**src/rtl/keutf8_pkg.sv**
```systemverilog
// Shared types and codes for the key event to UTF-8 byte encoder.
`default_nettype none
package keutf8_pkg;

   localparam logic [3:0] KIND_CHAR       = 4'd0;
   localparam logic [3:0] KIND_NAMED_LO   = 4'd1;
   localparam logic [3:0] KIND_NAMED_HI   = 4'd10;
   localparam logic [3:0] KIND_ENTER      = 4'd11;
   localparam logic [3:0] KIND_ESCAPE     = 4'd12;
   localparam logic [3:0] KIND_TAB        = 4'd13;

   localparam logic [3:0] NAMED_NONE      = 4'd0;

   typedef struct packed {
      logic [3:0]  key_kind;
      logic [20:0] key_code;
      logic        ctrl_held;
      logic        alt_held;
   } req_type;

   typedef struct packed {
      logic [7:0] out_byte;
      logic [3:0] named_key;
      logic       last;
   } rsp_type;

   // One classified event: up to four bytes, or one named key.
   typedef struct packed {
      logic [1:0]      num_minus_one;
      logic [3:0]      named_key;
      logic [3:0][7:0] bytes;
   } cmd_type;

   typedef struct packed {
      logic empty;
      logic full;
   } qstat_type;

endpackage
`default_nettype wire

```
**src/rtl/keutf8_front.sv**
```systemverilog
// Front end: classifies one key event and builds its byte command.
`default_nettype none
module keutf8_front (
   input  keutf8_pkg::req_type req_word,
   output keutf8_pkg::cmd_type cmd_word,
   output logic                cmd_valid
);

   localparam logic [7:0] BYTE_LF  = 8'd10;
   localparam logic [7:0] BYTE_ESC = 8'd27;
   localparam logic [7:0] BYTE_TAB = 8'd9;
   localparam logic [7:0] BYTE_FS  = 8'd28;
   localparam logic [7:0] BYTE_GS  = 8'd29;
   localparam logic [7:0] BYTE_RS  = 8'd30;
   localparam logic [7:0] BYTE_US  = 8'd31;
   localparam logic [7:0] BYTE_NUL = 8'd0;
   localparam logic [7:0] BYTE_DEL = 8'd127;

   typedef struct packed {
      logic       hit;
      logic [7:0] value;
   } ctrl_res_type;

   function automatic ctrl_res_type ctrl_map(input logic [20:0] c);
      ctrl_res_type r;
      r.hit   = 1'b1;
      r.value = BYTE_NUL;
      case (c) inside
         [21'h61:21'h7A]: r.value = c[7:0] - 8'h60;
         [21'h41:21'h5A]: r.value = c[7:0] - 8'h40;
         21'h5B:          r.value = BYTE_ESC;
         21'h5C:          r.value = BYTE_FS;
         21'h5D:          r.value = BYTE_GS;
         21'h5E:          r.value = BYTE_RS;
         21'h5F, 21'h2F:  r.value = BYTE_US;
         21'h40, 21'h20:  r.value = BYTE_NUL;
         21'h3F:          r.value = BYTE_DEL;
         default:         r.hit   = 1'b0;
      endcase
      return r;
   endfunction

   ctrl_res_type ctrl_res;
   logic [20:0]  cp;

   assign cp       = req_word.key_code;
   assign ctrl_res = ctrl_map(cp);

   always_comb begin
      cmd_word           = '0;
      cmd_valid          = 1'b0;
      cmd_word.named_key = keutf8_pkg::NAMED_NONE;
      case (req_word.key_kind) inside
         [keutf8_pkg::KIND_NAMED_LO:keutf8_pkg::KIND_NAMED_HI]: begin
            cmd_valid          = 1'b1;
            cmd_word.named_key = req_word.key_kind;
         end
         keutf8_pkg::KIND_ENTER: begin
            cmd_valid         = 1'b1;
            cmd_word.bytes[0] = BYTE_LF;
         end
         keutf8_pkg::KIND_ESCAPE: begin
            cmd_valid         = 1'b1;
            cmd_word.bytes[0] = BYTE_ESC;
         end
         keutf8_pkg::KIND_TAB: begin
            cmd_valid         = 1'b1;
            cmd_word.bytes[0] = BYTE_TAB;
         end
         keutf8_pkg::KIND_CHAR: begin
            if (req_word.ctrl_held) begin
               cmd_valid         = ctrl_res.hit;
               cmd_word.bytes[0] = ctrl_res.value;
            end else if (!req_word.alt_held && cp <= 21'h10FFFF
                         && !(cp >= 21'h00D800 && cp <= 21'h00DFFF)) begin
               cmd_valid = 1'b1;
               if (cp < 21'h80) begin
                  cmd_word.bytes[0] = {1'b0, cp[6:0]};
               end else if (cp < 21'h800) begin
                  cmd_word.num_minus_one = 2'd1;
                  cmd_word.bytes[0]      = {3'b110, cp[10:6]};
                  cmd_word.bytes[1]      = {2'b10, cp[5:0]};
               end else if (cp < 21'h10000) begin
                  cmd_word.num_minus_one = 2'd2;
                  cmd_word.bytes[0]      = {4'b1110, cp[15:12]};
                  cmd_word.bytes[1]      = {2'b10, cp[11:6]};
                  cmd_word.bytes[2]      = {2'b10, cp[5:0]};
               end else begin
                  cmd_word.num_minus_one = 2'd3;
                  cmd_word.bytes[0]      = {5'b11110, cp[20:18]};
                  cmd_word.bytes[1]      = {2'b10, cp[17:12]};
                  cmd_word.bytes[2]      = {2'b10, cp[11:6]};
                  cmd_word.bytes[3]      = {2'b10, cp[5:0]};
               end
            end
         end
         default: cmd_valid = 1'b0;
      endcase
   end

endmodule
`default_nettype wire

```
**src/rtl/keutf8_queue.sv**
```systemverilog
// Short command queue between the classifier and the byte serialiser.
`default_nettype none
module keutf8_queue #(
   parameter int DEPTH = 4
) (
   input  logic                  clock,
   input  logic                  reset,
   input  logic                  push,
   input  keutf8_pkg::cmd_type   wdata,
   input  logic                  pop,
   output keutf8_pkg::cmd_type   rdata,
   output keutf8_pkg::qstat_type status
);

   localparam int PW = (DEPTH > 1) ? $clog2(DEPTH) : 1;
   localparam int CW = $clog2(DEPTH + 1);
   localparam logic [PW-1:0] LAST_PTR = PW'(DEPTH - 1);
   localparam logic [CW-1:0] FULL_CNT = CW'(DEPTH);

   keutf8_pkg::cmd_type slot_ff [DEPTH];
   logic [PW-1:0] wr_ptr_ff, wr_ptr_in;
   logic [PW-1:0] rd_ptr_ff, rd_ptr_in;
   logic [CW-1:0] count_ff, count_in;
   logic          do_push, do_pop;

   assign status.empty = (count_ff == '0);
   assign status.full  = (count_ff == FULL_CNT);
   assign do_push      = push && !status.full;
   assign do_pop       = pop && !status.empty;
   assign rdata        = slot_ff[rd_ptr_ff];

   always_comb begin
      wr_ptr_in = wr_ptr_ff;
      rd_ptr_in = rd_ptr_ff;
      count_in  = count_ff;
      if (do_push) wr_ptr_in = (wr_ptr_ff == LAST_PTR) ? '0 : wr_ptr_ff + 1'b1;
      if (do_pop)  rd_ptr_in = (rd_ptr_ff == LAST_PTR) ? '0 : rd_ptr_ff + 1'b1;
      if (do_push && !do_pop) count_in = count_ff + 1'b1;
      else if (!do_push && do_pop) count_in = count_ff - 1'b1;
   end

   always_ff @(posedge clock) begin
      if (reset) begin
         wr_ptr_ff <= '0;
         rd_ptr_ff <= '0;
         count_ff  <= '0;
      end else begin
         wr_ptr_ff <= wr_ptr_in;
         rd_ptr_ff <= rd_ptr_in;
         count_ff  <= count_in;
      end
   end

   always_ff @(posedge clock) begin
      if (do_push) slot_ff[wr_ptr_ff] <= wdata;
   end

endmodule
`default_nettype wire

```
**src/rtl/keutf8_back.sv**
```systemverilog
// Back end: feeds the result register one head byte a cycle unless stalled.
`default_nettype none
module keutf8_back (
   input  logic                  clock,
   input  logic                  reset,
   input  keutf8_pkg::cmd_type   head,
   input  keutf8_pkg::qstat_type qstat,
   output logic                  head_pop,
   output keutf8_pkg::rsp_type   rsp_word,
   output logic                  rsp_empty,
   input  logic                  rsp_pop
);

   keutf8_pkg::rsp_type out_ff, out_in;
   logic                valid_ff, valid_in;
   logic [1:0]          idx_ff, idx_in;
   logic                load, at_end;

   // the result register loads when it is empty or its word is taken, if a command is queued
   assign load     = !qstat.empty && (!valid_ff || rsp_pop);
   assign at_end   = (idx_ff == head.num_minus_one);
   assign head_pop = load && at_end;

   assign rsp_word  = out_ff;
   assign rsp_empty = !valid_ff;

   always_comb begin
      out_in   = out_ff;
      valid_in = valid_ff;
      idx_in   = idx_ff;
      if (load) begin
         out_in.out_byte  = head.bytes[idx_ff];
         out_in.named_key = head.named_key;
         out_in.last      = at_end;
         valid_in         = 1'b1;
         idx_in           = at_end ? 2'd0 : idx_ff + 2'd1;
      end else if (rsp_pop) begin
         valid_in = 1'b0;
      end
   end

   always_ff @(posedge clock) begin
      if (reset) begin
         valid_ff <= 1'b0;
         idx_ff   <= 2'd0;
      end else begin
         valid_ff <= valid_in;
         idx_ff   <= idx_in;
      end
   end

   always_ff @(posedge clock) begin
      out_ff <= out_in;
   end

endmodule
`default_nettype wire

```
**src/rtl/key_event_to_utf8_bytes_core.sv**
```systemverilog
// Top level of the key event to UTF-8 byte encoder.
`default_nettype none
// One key event word in, zero to four result words out. Enter, Escape and Tab
// give one control byte, the ten navigation keys one named-key word, Ctrl with a
// mapped character its control byte, and a plain character its UTF-8 bytes lead
// first; Alt alone, unused kinds, unmapped Ctrl characters, surrogates and
// codepoints above 10FFFF give nothing. The front end takes one event per cycle
// while the command queue (QUEUE_DEPTH entries) has room; an event with no result
// leaves no trace. The back end sends one result word per cycle while the receiver
// takes them; with the queue empty, a first result word goes through the queue
// slot, then the result register, before it is on the result ports.
module key_event_to_utf8_bytes_core #(
   parameter int QUEUE_DEPTH = 4
) (
   input  logic                clock,
   input  logic                reset,
   input  keutf8_pkg::req_type req_word,
   input  logic                push,
   output logic                full,
   output keutf8_pkg::rsp_type rsp_word,
   output logic                empty,
   input  logic                pop
);

   keutf8_pkg::cmd_type   cmd_word, head;
   keutf8_pkg::qstat_type qstat;
   logic                  cmd_valid, head_pop;

   keutf8_front u_front (
      .req_word  (req_word),
      .cmd_word  (cmd_word),
      .cmd_valid (cmd_valid)
   );

   keutf8_queue #(
      .DEPTH (QUEUE_DEPTH)
   ) u_queue (
      .clock  (clock),
      .reset  (reset),
      .push   (push && cmd_valid),
      .wdata  (cmd_word),
      .pop    (head_pop),
      .rdata  (head),
      .status (qstat)
   );

   keutf8_back u_back (
      .clock     (clock),
      .reset     (reset),
      .head      (head),
      .qstat     (qstat),
      .head_pop  (head_pop),
      .rsp_word  (rsp_word),
      .rsp_empty (empty),
      .rsp_pop   (pop)
   );

   assign full = qstat.full;

   a_named_last : assert property (@(posedge clock) disable iff (reset)
      (!empty && rsp_word.named_key != keutf8_pkg::NAMED_NONE)
         |-> (rsp_word.last && rsp_word.out_byte == 8'd0))
      else $error("named-key word not a lone final word");

   a_empty_after_reset : assert property (@(posedge clock)
      reset |=> empty)
      else $error("result word present straight after reset");

   a_pop_needs_result : assert property (@(posedge clock) disable iff (reset)
      head_pop |-> (!qstat.empty && (empty || pop)))
      else $error("command retired without its last word being loaded");

   a_cont_byte : assert property (@(posedge clock) disable iff (reset)
      (!empty && !rsp_word.last && rsp_word.named_key == keutf8_pkg::NAMED_NONE)
         |-> rsp_word.out_byte[7:6] == 2'b11 || rsp_word.out_byte[7:6] == 2'b10)
      else $error("non-final word is not a UTF-8 lead or continuation byte");

endmodule
`default_nettype wire

```
**config.mk**
```make
export PLATFORM = sky130hd
export DESIGN_NAME = key_event_to_utf8_bytes_core
export DESIGN_NICKNAME = d
export VERILOG_FILES = /design/src/rtl/keutf8_pkg.sv /design/src/rtl/keutf8_front.sv /design/src/rtl/keutf8_queue.sv /design/src/rtl/keutf8_back.sv /design/src/rtl/key_event_to_utf8_bytes_core.sv
export SDC_FILE = /design/constraint.sdc
export NUM_CORES = 1
export LEC_CHECK = 0
export BUFFER_PORTS_ARGS = -buffer_cell sky130_fd_sc_hd__buf_2
export CAP_MARGIN = 20
export CORE_ASPECT_RATIO = 0.9
export CORE_UTILIZATION = 50
export CTS_CLUSTER_SIZE = 28
export DETAILED_ROUTE_END_ITERATION = 8
export PLACE_DENSITY = 0.68
export SYNTH_ARGS = -nofsm -noshare
export SYNTH_HDL_FRONTEND = slang
export SYNTH_SLANG_ARGS = --single-unit
```
**constraint.sdc**
```tcl
create_clock -name clock -period 8.23 [get_ports clock]
set_clock_uncertainty 0.05 [all_clocks]
set_input_delay 0.4115 -clock clock [delete_from_list [all_inputs] [get_ports clock]]
set_output_delay 0.4115 -clock clock [all_outputs]
set_load 0.02 [all_outputs]
```
* Word level (Yosys, flattened, before mapping)
Memories as Yosys holds them, arrays and structs flattened. A register that Yosys moved wholly into a read port is not among the register bits.
Cells that the tools add are included.
** Word-level totals
- Register bits :: 23
- Bits in writable memories :: 152
- Input bits :: 31
- Output and inout port bits :: 15
- Memories :: 1
** Memories
- u_queue.slot_ff :: words 4, bits a word 38, rd ports 1, clocked after memory_dff 1, write ports 1, line keutf8_queue.sv:20 : keutf8_pkg::cmd_type slot_ff [DEPTH];
** Cells by class
- $add $sub $neg :: 7
- Magnitude comparators :: 13
- Equality and inequality tests :: 16
- Multiplexer cells :: 68
- Reductions and logical operators :: 27
** Operator list (number)
- two-way mux 24 bit :: 7
- two-way mux 8 bit :: 16
- == test 21 x 7 -> 1 bit (second input constant) :: 6
- == test 21 x 6 -> 1 bit (second input constant) :: 3
- greater-or-equal comparator 21 x 7 -> 1 bit (second input constant) :: 2
- less-or-equal comparator 21 x 7 -> 1 bit (second input constant) :: 2
- two-way mux 16 bit :: 2
- two-way mux 32 bit :: 1
- two-way mux 2 bit :: 14
- two-way mux 22 bit :: 1
- greater-or-equal comparator 21 x 16 -> 1 bit (second input constant) :: 1
- less-or-equal comparator 21 x 16 -> 1 bit (second input constant) :: 1
- less-or-equal comparator 21 bit (second input constant) :: 1
- less-than comparator 21 x 12 -> 1 bit (second input constant) :: 1
- less-than comparator 21 x 17 -> 1 bit (second input constant) :: 1
- less-than comparator 21 x 8 -> 1 bit (second input constant) :: 1
- two-way mux 1 bit :: 21
- binary-select mux 8 bit (select 2 bit) :: 1
- subtractor 8 x 7 -> 8 bit (second input constant) :: 2
- two-way mux 7 bit :: 2
- logical AND 1 bit :: 13
- == test 4 bit (second input constant) :: 3
- logical NOT 1 bit :: 7
- adder 2 x 1 -> 2 bit (second input constant) :: 3
- other kinds (15) :: 19

* Logic depth before layout (Yosys ltp)
Gate-level depths: netlist of the first run.
- Depth in word-level cells :: 22
- Gate-level depth with buffers :: 15

* Cells and area by module
Synthesis of the first run repeated with hierarchy kept, for this count alone.
** Second synthesis, totals
- Cells, all modules :: 512
- Area, all modules :: 8145.3 um^2
** By module, submodules not included
- keutf8_queue :: instances 1, cells an instance 248, area an instance 5973.2 um^2, seq. area each 4744.6 um^2
- keutf8_front :: instances 1, cells an instance 216, area an instance 1397.6 um^2, seq. area each 0.0 um^2
- keutf8_back :: instances 1, cells an instance 47, area an instance 768.2 um^2, seq. area each 450.4 um^2
- key_event_to_utf8_bytes_core :: instances 1, cells an instance 1, area an instance 6.3 um^2, seq. area each 0.0 um^2

* Worst setup path before layout of the first run
Ideal clock, no wire load.
- Path kind :: input to register
- Start point :: input req_word[20] in the netlist's numbering
- End point :: memory u_queue.slot_ff[3][0] in the netlist's numbering, enable pin
- Library setup time :: 0.394 ns
- Arrival :: 3.128 ns
- Required time :: 7.786 ns
- Setup slack :: 4.658 ns
- Stages on the path :: 8
- Path buffers :: 1
- Cells stage by stage :: or4_1 > buf_2 > nor4_4 > nand4_1 > a211o_4 > nand2_4 > o21a_4 > and2_1
** Between the ends
- Longest elaborated chain between the ends :: 20
** Ends and longest elaborated chain
- from (decl) :: line key_event_to_utf8_bytes_core.sv:17 : input keutf8_pkg::req_type req_word,
- == test 21 x 6 -> 1 bit or == test 21 x 7 -> 1 bit (tied branches) :: line keutf8_front.sv:47 : assign ctrl_res = ctrl_map(cp);
- two-way mux 1 bit or OR reduction 2 bit (tied branches) :: line keutf8_front.sv:28 : case (c) inside
- two-way mux 1 bit (8 in a row) :: line keutf8_front.sv:28
- two-way mux 1 bit * :: line keutf8_front.sv:71 : if (req_word.ctrl_held) begin
- two-way mux 1 bit * (5 in a row) :: line keutf8_front.sv:53 : case (req_word.key_kind) inside
- logical AND 1 bit * :: line key_event_to_utf8_bytes_core.sv:40 : .push (push && cmd_valid),
- logical AND 1 bit * :: line keutf8_queue.sv:28 : assign do_push = push && !status.full;
- named net u_queue.do_push :: line keutf8_queue.sv:24 : logic do_push, do_pop;
- two-way mux 1 bit * :: line keutf8_queue.sv:55 : if (do_push) slot_ff[wr_ptr_ff] <= wdata;
- two-way mux 1 bit (implied by the code) * :: line keutf8_queue.sv:55
- to (decl) :: line keutf8_queue.sv:20
Mark *: on every way through the listed nets, which the timed path passes. The rest lies on a longest branch.

* Worst setup path in the final report of the first run
- Start point :: input req_word[8] in the netlist's numbering
- End point :: register u_queue.count_ff[2]
** Between the ends
- Longest elaborated chain between the ends :: 21
** Ends and longest elaborated chain
- == test 21 x 6 -> 1 bit or == test 21 x 7 -> 1 bit (tied branches) :: line keutf8_front.sv:47
- two-way mux 1 bit or OR reduction 2 bit (tied branches) :: line keutf8_front.sv:28
- two-way mux 1 bit (8 in a row) :: line keutf8_front.sv:28
- two-way mux 1 bit * :: line keutf8_front.sv:71
- two-way mux 1 bit * (5 in a row) :: line keutf8_front.sv:53
- logical AND 1 bit * :: line key_event_to_utf8_bytes_core.sv:40
- logical AND 1 bit * :: line keutf8_queue.sv:28
- named net u_queue.do_push :: line keutf8_queue.sv:24
- logical NOT 1 bit :: line keutf8_queue.sv:39 : else if (!do_push && do_pop) count_in = count_ff - 1'b1;
- logical AND 1 bit :: line keutf8_queue.sv:39
- nonzero test 2 bit (no source line)
- to (signal assigned) :: line keutf8_queue.sv:50 : count_ff <= count_in;
- to (decl) :: line keutf8_queue.sv:23 : logic [CW-1:0] count_ff, count_in;
Marks and branches as above.
A chain may end at the register's enable or synchronous reset.

==> summary.txt, run 1 <==
Status
  – Status: complete, no violations

Worst setup path
  – Kind of cell adding the most delay to the critical path: compound AO/OA/AOI/OAI gates
  – Most frequent cell on the critical path: ha_1
  – CP max FO: 10
  – Critical Path Max Stage Delay: 0.40 ns
  – FF-to-FF setup slack: 4.86 ns
  – Slowest-stage cell, CP: a311oi_1
  – Worst-path cell chain: buf_2 > ha_1 > nand4_1 > nor4bb_1 > mux2i_1 > o21ai_1 > a311oi_1 > o21a_4 > ha_1 > inv_1 > fa_1 > xor2_1 > or3_1 > a21oi_1
  – Crit path DAT: between 3 and 4 ns
  – Reg-to-Reg End: u_queue.count_ff[2]
  – Critical Path Source Type: input pin
  – Crit path kind: input pin to flip-flop
  – CP Buf/Inv Count: 2
  – Setup crit end kind: flip-flop
  – Critical Path RT: 8.53 ns
  – Worst r2r path cells: 11

Yosys
  – Sequential area share after synthesis: 64.4%
  – Synth Flop Type: edfxtp_1
  – Syn avg cell area: roughly 16 µm²
  – Post-Synthesis Cells: 471
  – Unique masters post-synth: 61
  – Async S/R FF share, synth: 0%
  – EDFF count, synth: 149
  – Cell area after synthesis: 0.00732 mm²
  – Synth top area cells: edfxtp_1 (61%), mux4_2 (13%), dfxtp_1 (3.3%), ha_1 (2.1%), nor2_1 (1.7%)
  – Most area-hungry cell type in the Yosys netlist: edfxtp_1
  – Synthesized net count: 515
  – #FFs+latches synth: 161
  – Top-area cell type share of the netlist area: 61.1%
  – Yosys synthesis warning count: 0

Clock network
  – Hold-fix buffers at CTS: 0
  – H-tree levels: 4
  – Sinks on Clock Net: 161
  – Root Buffer: clkbuf_16
  – Num CTS Buffers: 17
  – Post_cts resized: 0
  – CTS Buffer Depth: 2
  – CTS tree: built
  – Clk_lat worst skew: 0.42 ns
  – Post-CTS repair timing setup buffer count: 0
  – Clock-pin slew on the worst setup and hold paths: roughly 0.060 ns

Placed design
  – I/O Buffers: 45
  – Final HPWL DP: 10600 µm
  – Area after DPL: 0.00774 mm²
  – Final GP Congestion: 0.928

STA
  – Max frequency: 281 MHz
  – # setup viols final: 0
  – Slew Limit Fails: 0
  – RSZ-0062 raised after global routing: false
  – Max_slew headroom: 31.8%
  – Hold Violations, Final: 0
  – Crit share post-route: 43.2%
  – Setup TNS: 0 ns
  – Minimum clock period: around 3.6 ns
  – Worst Max-Slew Pin Slew: 1.02 ns

Floorplanning
  – Area of the core: 0.0142 mm²
  – Die area: about 0.015 mm²
  – Io pins: 46
  – Starting density of the core: between 50% and 60%
  – Die height: 117 µm
  – Cell Rows: between 40 and 50
  – Die W: 130 µm

Drt
  – Drt pass-1 iters: 4
  – Routed len/inst: 22.4 µm
  – Via count: between 4000 and 5000
  – Antenna-violating nets left: 0
  – Initial DRC count: 322
  – Final wirelength: around 16000 µm
  – Vias per inst: 6.05
  – Remaining DRCs: 0

Layout
  – Inserted Diodes: 0
  – Finished Cell Area: 0.00827 mm²
  – Share of layout cells above drive strength 1: 24.5%
  – Most common cell after layout, fill and taps aside: edfxtp_1
  – Final Net Count: 558
  – Most frequent cells in the layout: edfxtp_1 (149), buf_2 (45), mux4_2 (41)
  – Area Overhead vs Synth: 12.9%
  – Post-Route Utilization: 58.4%
  – Layout fillers: 1127

Hold path
  – Hold Path Class: input pin to flip-flop
  – Hold path endpoint: u_back.valid_ff
  – Hold Crit Depth: 4
  – Hold Path Origin: pop

Global route
  – Initial antenna violation count: 0
  – Vias in the first global route: 4485
  – First-pass GRT wire length: 25300 µm
  – Total GRT Usage: 23.6%
  – Largest net degree at the start of global routing: 35
  – Total gr overflow: 0

Pwr
  – Max VDD drop: 143 µV
  – Leak: 2.78 nW
  – P per Cell Area: 281 mW/mm²

Flow run
  – MaxCap Viol Count: 0
layout make-up:
type                       instances  area [µm²]  share of cell area, %
clock buffer                      22         444                   5.37
clock inverter                     9        83.8                   1.01
inverter                          15        56.3                  0.681
multi-input combinational        268        2450                   29.7
sequential                       161        4720                   57.1
tap                              193         241                   2.92
timing repair buffer              51         270                   3.27
worst reg2reg max path, stage by stage, from the launching register on:
cell and delay (ns):
dfxtp_2 0.31, buf_4 0.57, mux4_2 0.65, xor2_1 0.18, nor2_1 0.10, nand2_1 0.19, ha_1 0.21, inv_1 0.06
fa_1 0.37, xor2_1 0.15, or3_1 0.31, a21oi_1 0.15
cell usage after synthesis, types with 3 or more instances:
library cell and instances:
and2_1 10, nor3b_1 5, nor3_1 8, nand2b_1 3
dfxtp_1 12, a21oi_1 20, and3_1 7, o21ai_0 15
ha_1 12, nor2b_1 4, inv_1 15, nand3_1 4
clkbuf_1 19, edfxtp_1 149, a211oi_1 6, a21o_1 3
mux4_2 41, xnor2_1 4, buf_1 7, nor4_1 4
xor2_1 4, nand4_1 5, nor2_1 34, o22ai_1 4
mux2i_1 8, a22oi_1 7, nand2_1 18
registers in the layout, summed over array words and instances, names as in the netlist, named ones only:
name and count:
u_back.idx_ff 2, u_back.rsp_word 13, u_back.valid_ff 1, u_queue.count_ff 3, u_queue.rd_ptr_ff 2, u_queue.slot_ff 136, u_queue.wr_ptr_ff 2
cells by family after synthesis:
group,after synthesis,share of synthesized area [%]
simple gates,116,8.71
buf+inv,42,2.17
xor+xnor,8,0.957
fa+ha+maj,13,2.32
flops,161,64.4
compound gates,79,7.30
mux,52,14.2
routing by layer:
| metal | vias to the layer above | track usage, % | routed length, µm |
|---|---|---|---|
| met5 | - | 0 | 0 |
| met4 | 0 | 9.30 | 294 |
| met3 | 21 | 5.41 | 838 |
| met2 | 147 | 36.7 | 7540 |
| met1 | 2232 | 32.7 | 7450 |
| li1 | 1951 | - | - |
how the worst max path moves through the flow:
stage	start	endpoint	slack [ns]	depth (start not counted)
after detailed placement	req_word[20]	u_queue.count_ff[2]	4.27	13
after global routing	req_word[20]	u_queue.count_ff[2]	4.47	13
after floorplan	req_word[20]	u_queue.slot_ff[3][0]	4.66	8
final	req_word[8]	u_queue.count_ff[2]	4.68	14
after global placement	req_word[20]	u_queue.count_ff[2]	4.35	13
after CTS	req_word[20]	u_queue.count_ff[2]	4.70	13
through the flow:
step           std cells  hold slack (ns)  power (mW)  setup slack, ns
2_1_floorplan        471            0.395        1.48             4.66
3_3_place_gp         688            0.415        1.62             4.35
3_5_place_dp         688            0.442        1.64             4.27
4_1_cts              719            0.224        2.35             4.70
5_1_grt              719            0.256        2.43             4.47
6_report             719            0.239        2.32             4.68
power breakdown:
| group | internal [mW] | switching (mW) | total, mW |
|---|---|---|---|
| logic | 0.242 | 0.295 | 0.538 |
| clock network | 0.414 | 0.300 | 0.715 |
| registers | 1.02 | 0.0495 | 1.07 |
| total | 1.68 | 0.645 | 2.32 |
Power figures use the tool's default switching activity.
==> run 2, diff against run 1 <==
==> constraint.sdc (replaced) <==
create_clock -name clock -period 3.6 [get_ports clock]
set_clock_uncertainty 0.05 [all_clocks]
set_input_delay 0.18 -clock clock [delete_from_list [all_inputs] [get_ports clock]]
set_output_delay 0.18 -clock clock [all_outputs]
set_load 0.02 [all_outputs]
==> summary.txt, run 2 (synthesis gave the netlist of run 1 again) <==
Status
  – Status: complete, no violations

Pwr
  – Leak: around 2.9 nW
  – Final Power: 5.49 mW
  – P per Cell Area: 646 mW/mm²
  – Max VDD drop: 319 µV

Clock network
  – Sinks on Clock Net: ~160
  – Clock-pin slew on the worst setup and hold paths: 0.06 ns
  – Num CTS Buffers: 17
  – Clk_lat worst skew: between 0.4 and 0.5 ns
  – Root Buffer: clkbuf_16
  – H-tree levels: 4
  – CTS Buffer Depth: 2
  – CTS tree: built
  – Post_cts resized: 0

STA
  – Setup TNS: 0 ns
  – # setup viols final: 0
  – Minimum clock period: 3.13 ns
  – Max_slew headroom: ~45%
  – Hold Violations, Final: 0
  – Max frequency: 320 MHz
  – RSZ-0062 raised after global routing: false
  – Final worst slack: 0.471 ns
  – Crit share post-route: 86.9%
  – Hold Slack: between 0.02 and 0.03 ns
  – Worst Max-Slew Pin Slew: about 0.8 ns
  – Slew Limit Fails: 0

Layout
  – Top reg by flops: u_queue.slot_ff
  – Finished Cell Area: 0.00851 mm²
  – Most common cell after layout, fill and taps aside: edfxtp_1
  – Most frequent cells in the layout: edfxtp_1 (149), buf_2 (45), mux4_2 (41)
  – Fin cells: 738
  – Post-Route Utilization: 60.1%
  – Share of layout cells above drive strength 1: 27.7%
  – Area Overhead vs Synth: 16.2%
  – Inserted Diodes: 0
  – Final Net Count: approximately 580
  – Max reg flops: 136

Drt
  – Initial DRC count: 384
  – Remaining DRCs: 0
  – Antenna-violating nets left: 0
  – Vias per inst: around 5.9
  – Drt pass-1 iters: 5
  – Via count: approximately 4400
  – Final wirelength: 16100 µm
  – Routed len/inst: 21.7 µm

Global route
  – Total GRT Usage: 23.4%
  – GR Util met1: 32.7%
  – Initial antenna violation count: 0
  – Largest net degree at the start of global routing: 35
  – Total gr overflow: 0
  – First-pass GRT wire length: 25000 µm
  – Routing usage on met3: 5.27%
  – Grt peak-use layer: met2
  – Vias in the first global route: about 4400
  – Met2 GRT Util: a little under two fifths

Worst setup path
  – Critical Path Max Stage Delay: 0.59 ns
  – CP Buf/Inv Count: 3
  – Critical Path RT: 3.90 ns
  – Crit path DAT: around 3.4 ns
  – Setup crit end kind: flip-flop
  – Slowest-stage cell, CP: or4_1
  – Crit path kind: input pin to flip-flop
  – Kind of cell adding the most delay to the critical path: simple AND/OR/NAND/NOR gates
  – CP max FO: 7
  – Critical Path Source Type: input pin
  – Worst-path cell chain: buf_2 > or4_1 > nor4_4 > buf_4 > nand3_4 > a211o_4 > nand2_4 > o21a_4 > ha_1 > inv_1 > fa_1 > xor2_1 > or3_1 > a21oi_1
  – CP Depth: 14
  – Worst r2r path cells: 10

Floorplanning
  – Cell Rows: 41
  – Area of the core: 0.0142 mm²
  – Io pins: 46
  – Starting density of the core: 51.7%
  – Die area: between 0.015 and 0.02 mm²
  – Die W: 130 µm
  – Die height: approximately 120 µm

Hold path
  – Hold Crit Depth: 2
  – Hold Path Class: input pin to flip-flop

Placed design
  – Placed insts: between 700 and 800
  – I/O Buffers: 45
  – Area after DPL: 0.00792 mm²
  – DP Worst Slack: 0.0587 ns
  – Final HPWL DP: about 11000 µm
  – Final GP Congestion: 0.895

Flow run
  – MaxCap Viol Count: 0
[run 2: cell types whose count changed in the layout (fill, tap and decap cells not counted), sizes merged]
cell	change
clkinv	+3
bufinv	+1
clkinvlp	-1
dlygate4sd3	+1
inv	+2
buf	+17
clkbuf	-4
[run 2: what timing repair did]
| action | in CTS | in global routing |
|---|---|---|
| hold endpoints to repair | 1 | 0 |
| setup buffers | 0 | 0 |
| hold buffers | 1 | 0 |
[run 2: report_power, final]
part / total, mW / internal, mW / switching, mW
Clock: 1.77 / 1.03 / 0.739
Combinational: 1.31 / 0.593 / 0.716
Sequential: 2.41 / 2.33 / 0.0803
Total: 5.49 / 3.96 / 1.54
[run 2: final timing paths]
| kind | start | endpoint | slack (ns) |
|---|---|---|---|
| max reg2reg | flip-flop | u_queue.count_ff[2] | 0.83 |
| min reg2reg | u_back.valid_ff | u_back.valid_ff | 0.43 |
| max | req_word[20] | u_queue.count_ff[2] | 0.47 |
| min | reset | u_queue.count_ff[0] | 0.03 |
[run 2: worst reg2reg max path: stages (launching register included)]
cell	delay, ns
dfxtp_2	0.39
mux4_2	0.57
xor2_1	0.18
nor2_1	0.10
nand2_1	0.17
ha_1	0.21
inv_1	0.06
fa_1	0.38
xor2_1	0.16
or3_1	0.30
a21oi_1	0.15
[run 2: layout make-up]
cell class | instances | area [µm²]
well taps | 193 | 241
clock buffers | 18 | 429
inverters | 15 | 56.3
clock inverters | 14 | 154
fillers | 1093 | 5650
flip-flops and latches | 161 | 4720
repair buffers | 69 | 458
multi-input cells | 268 | 2450
[run 2: layer usage]
layer | routed length, µm | share of wire (%) | vias up
li1 | - | - | 1998
met1 | 7360 | 46 | 2180
met2 | 7590 | 47 | 158
met3 | 889 | 5.5 | 19
met4 | 214 | 1.3 | 0
met5 | 0 | 0 | -
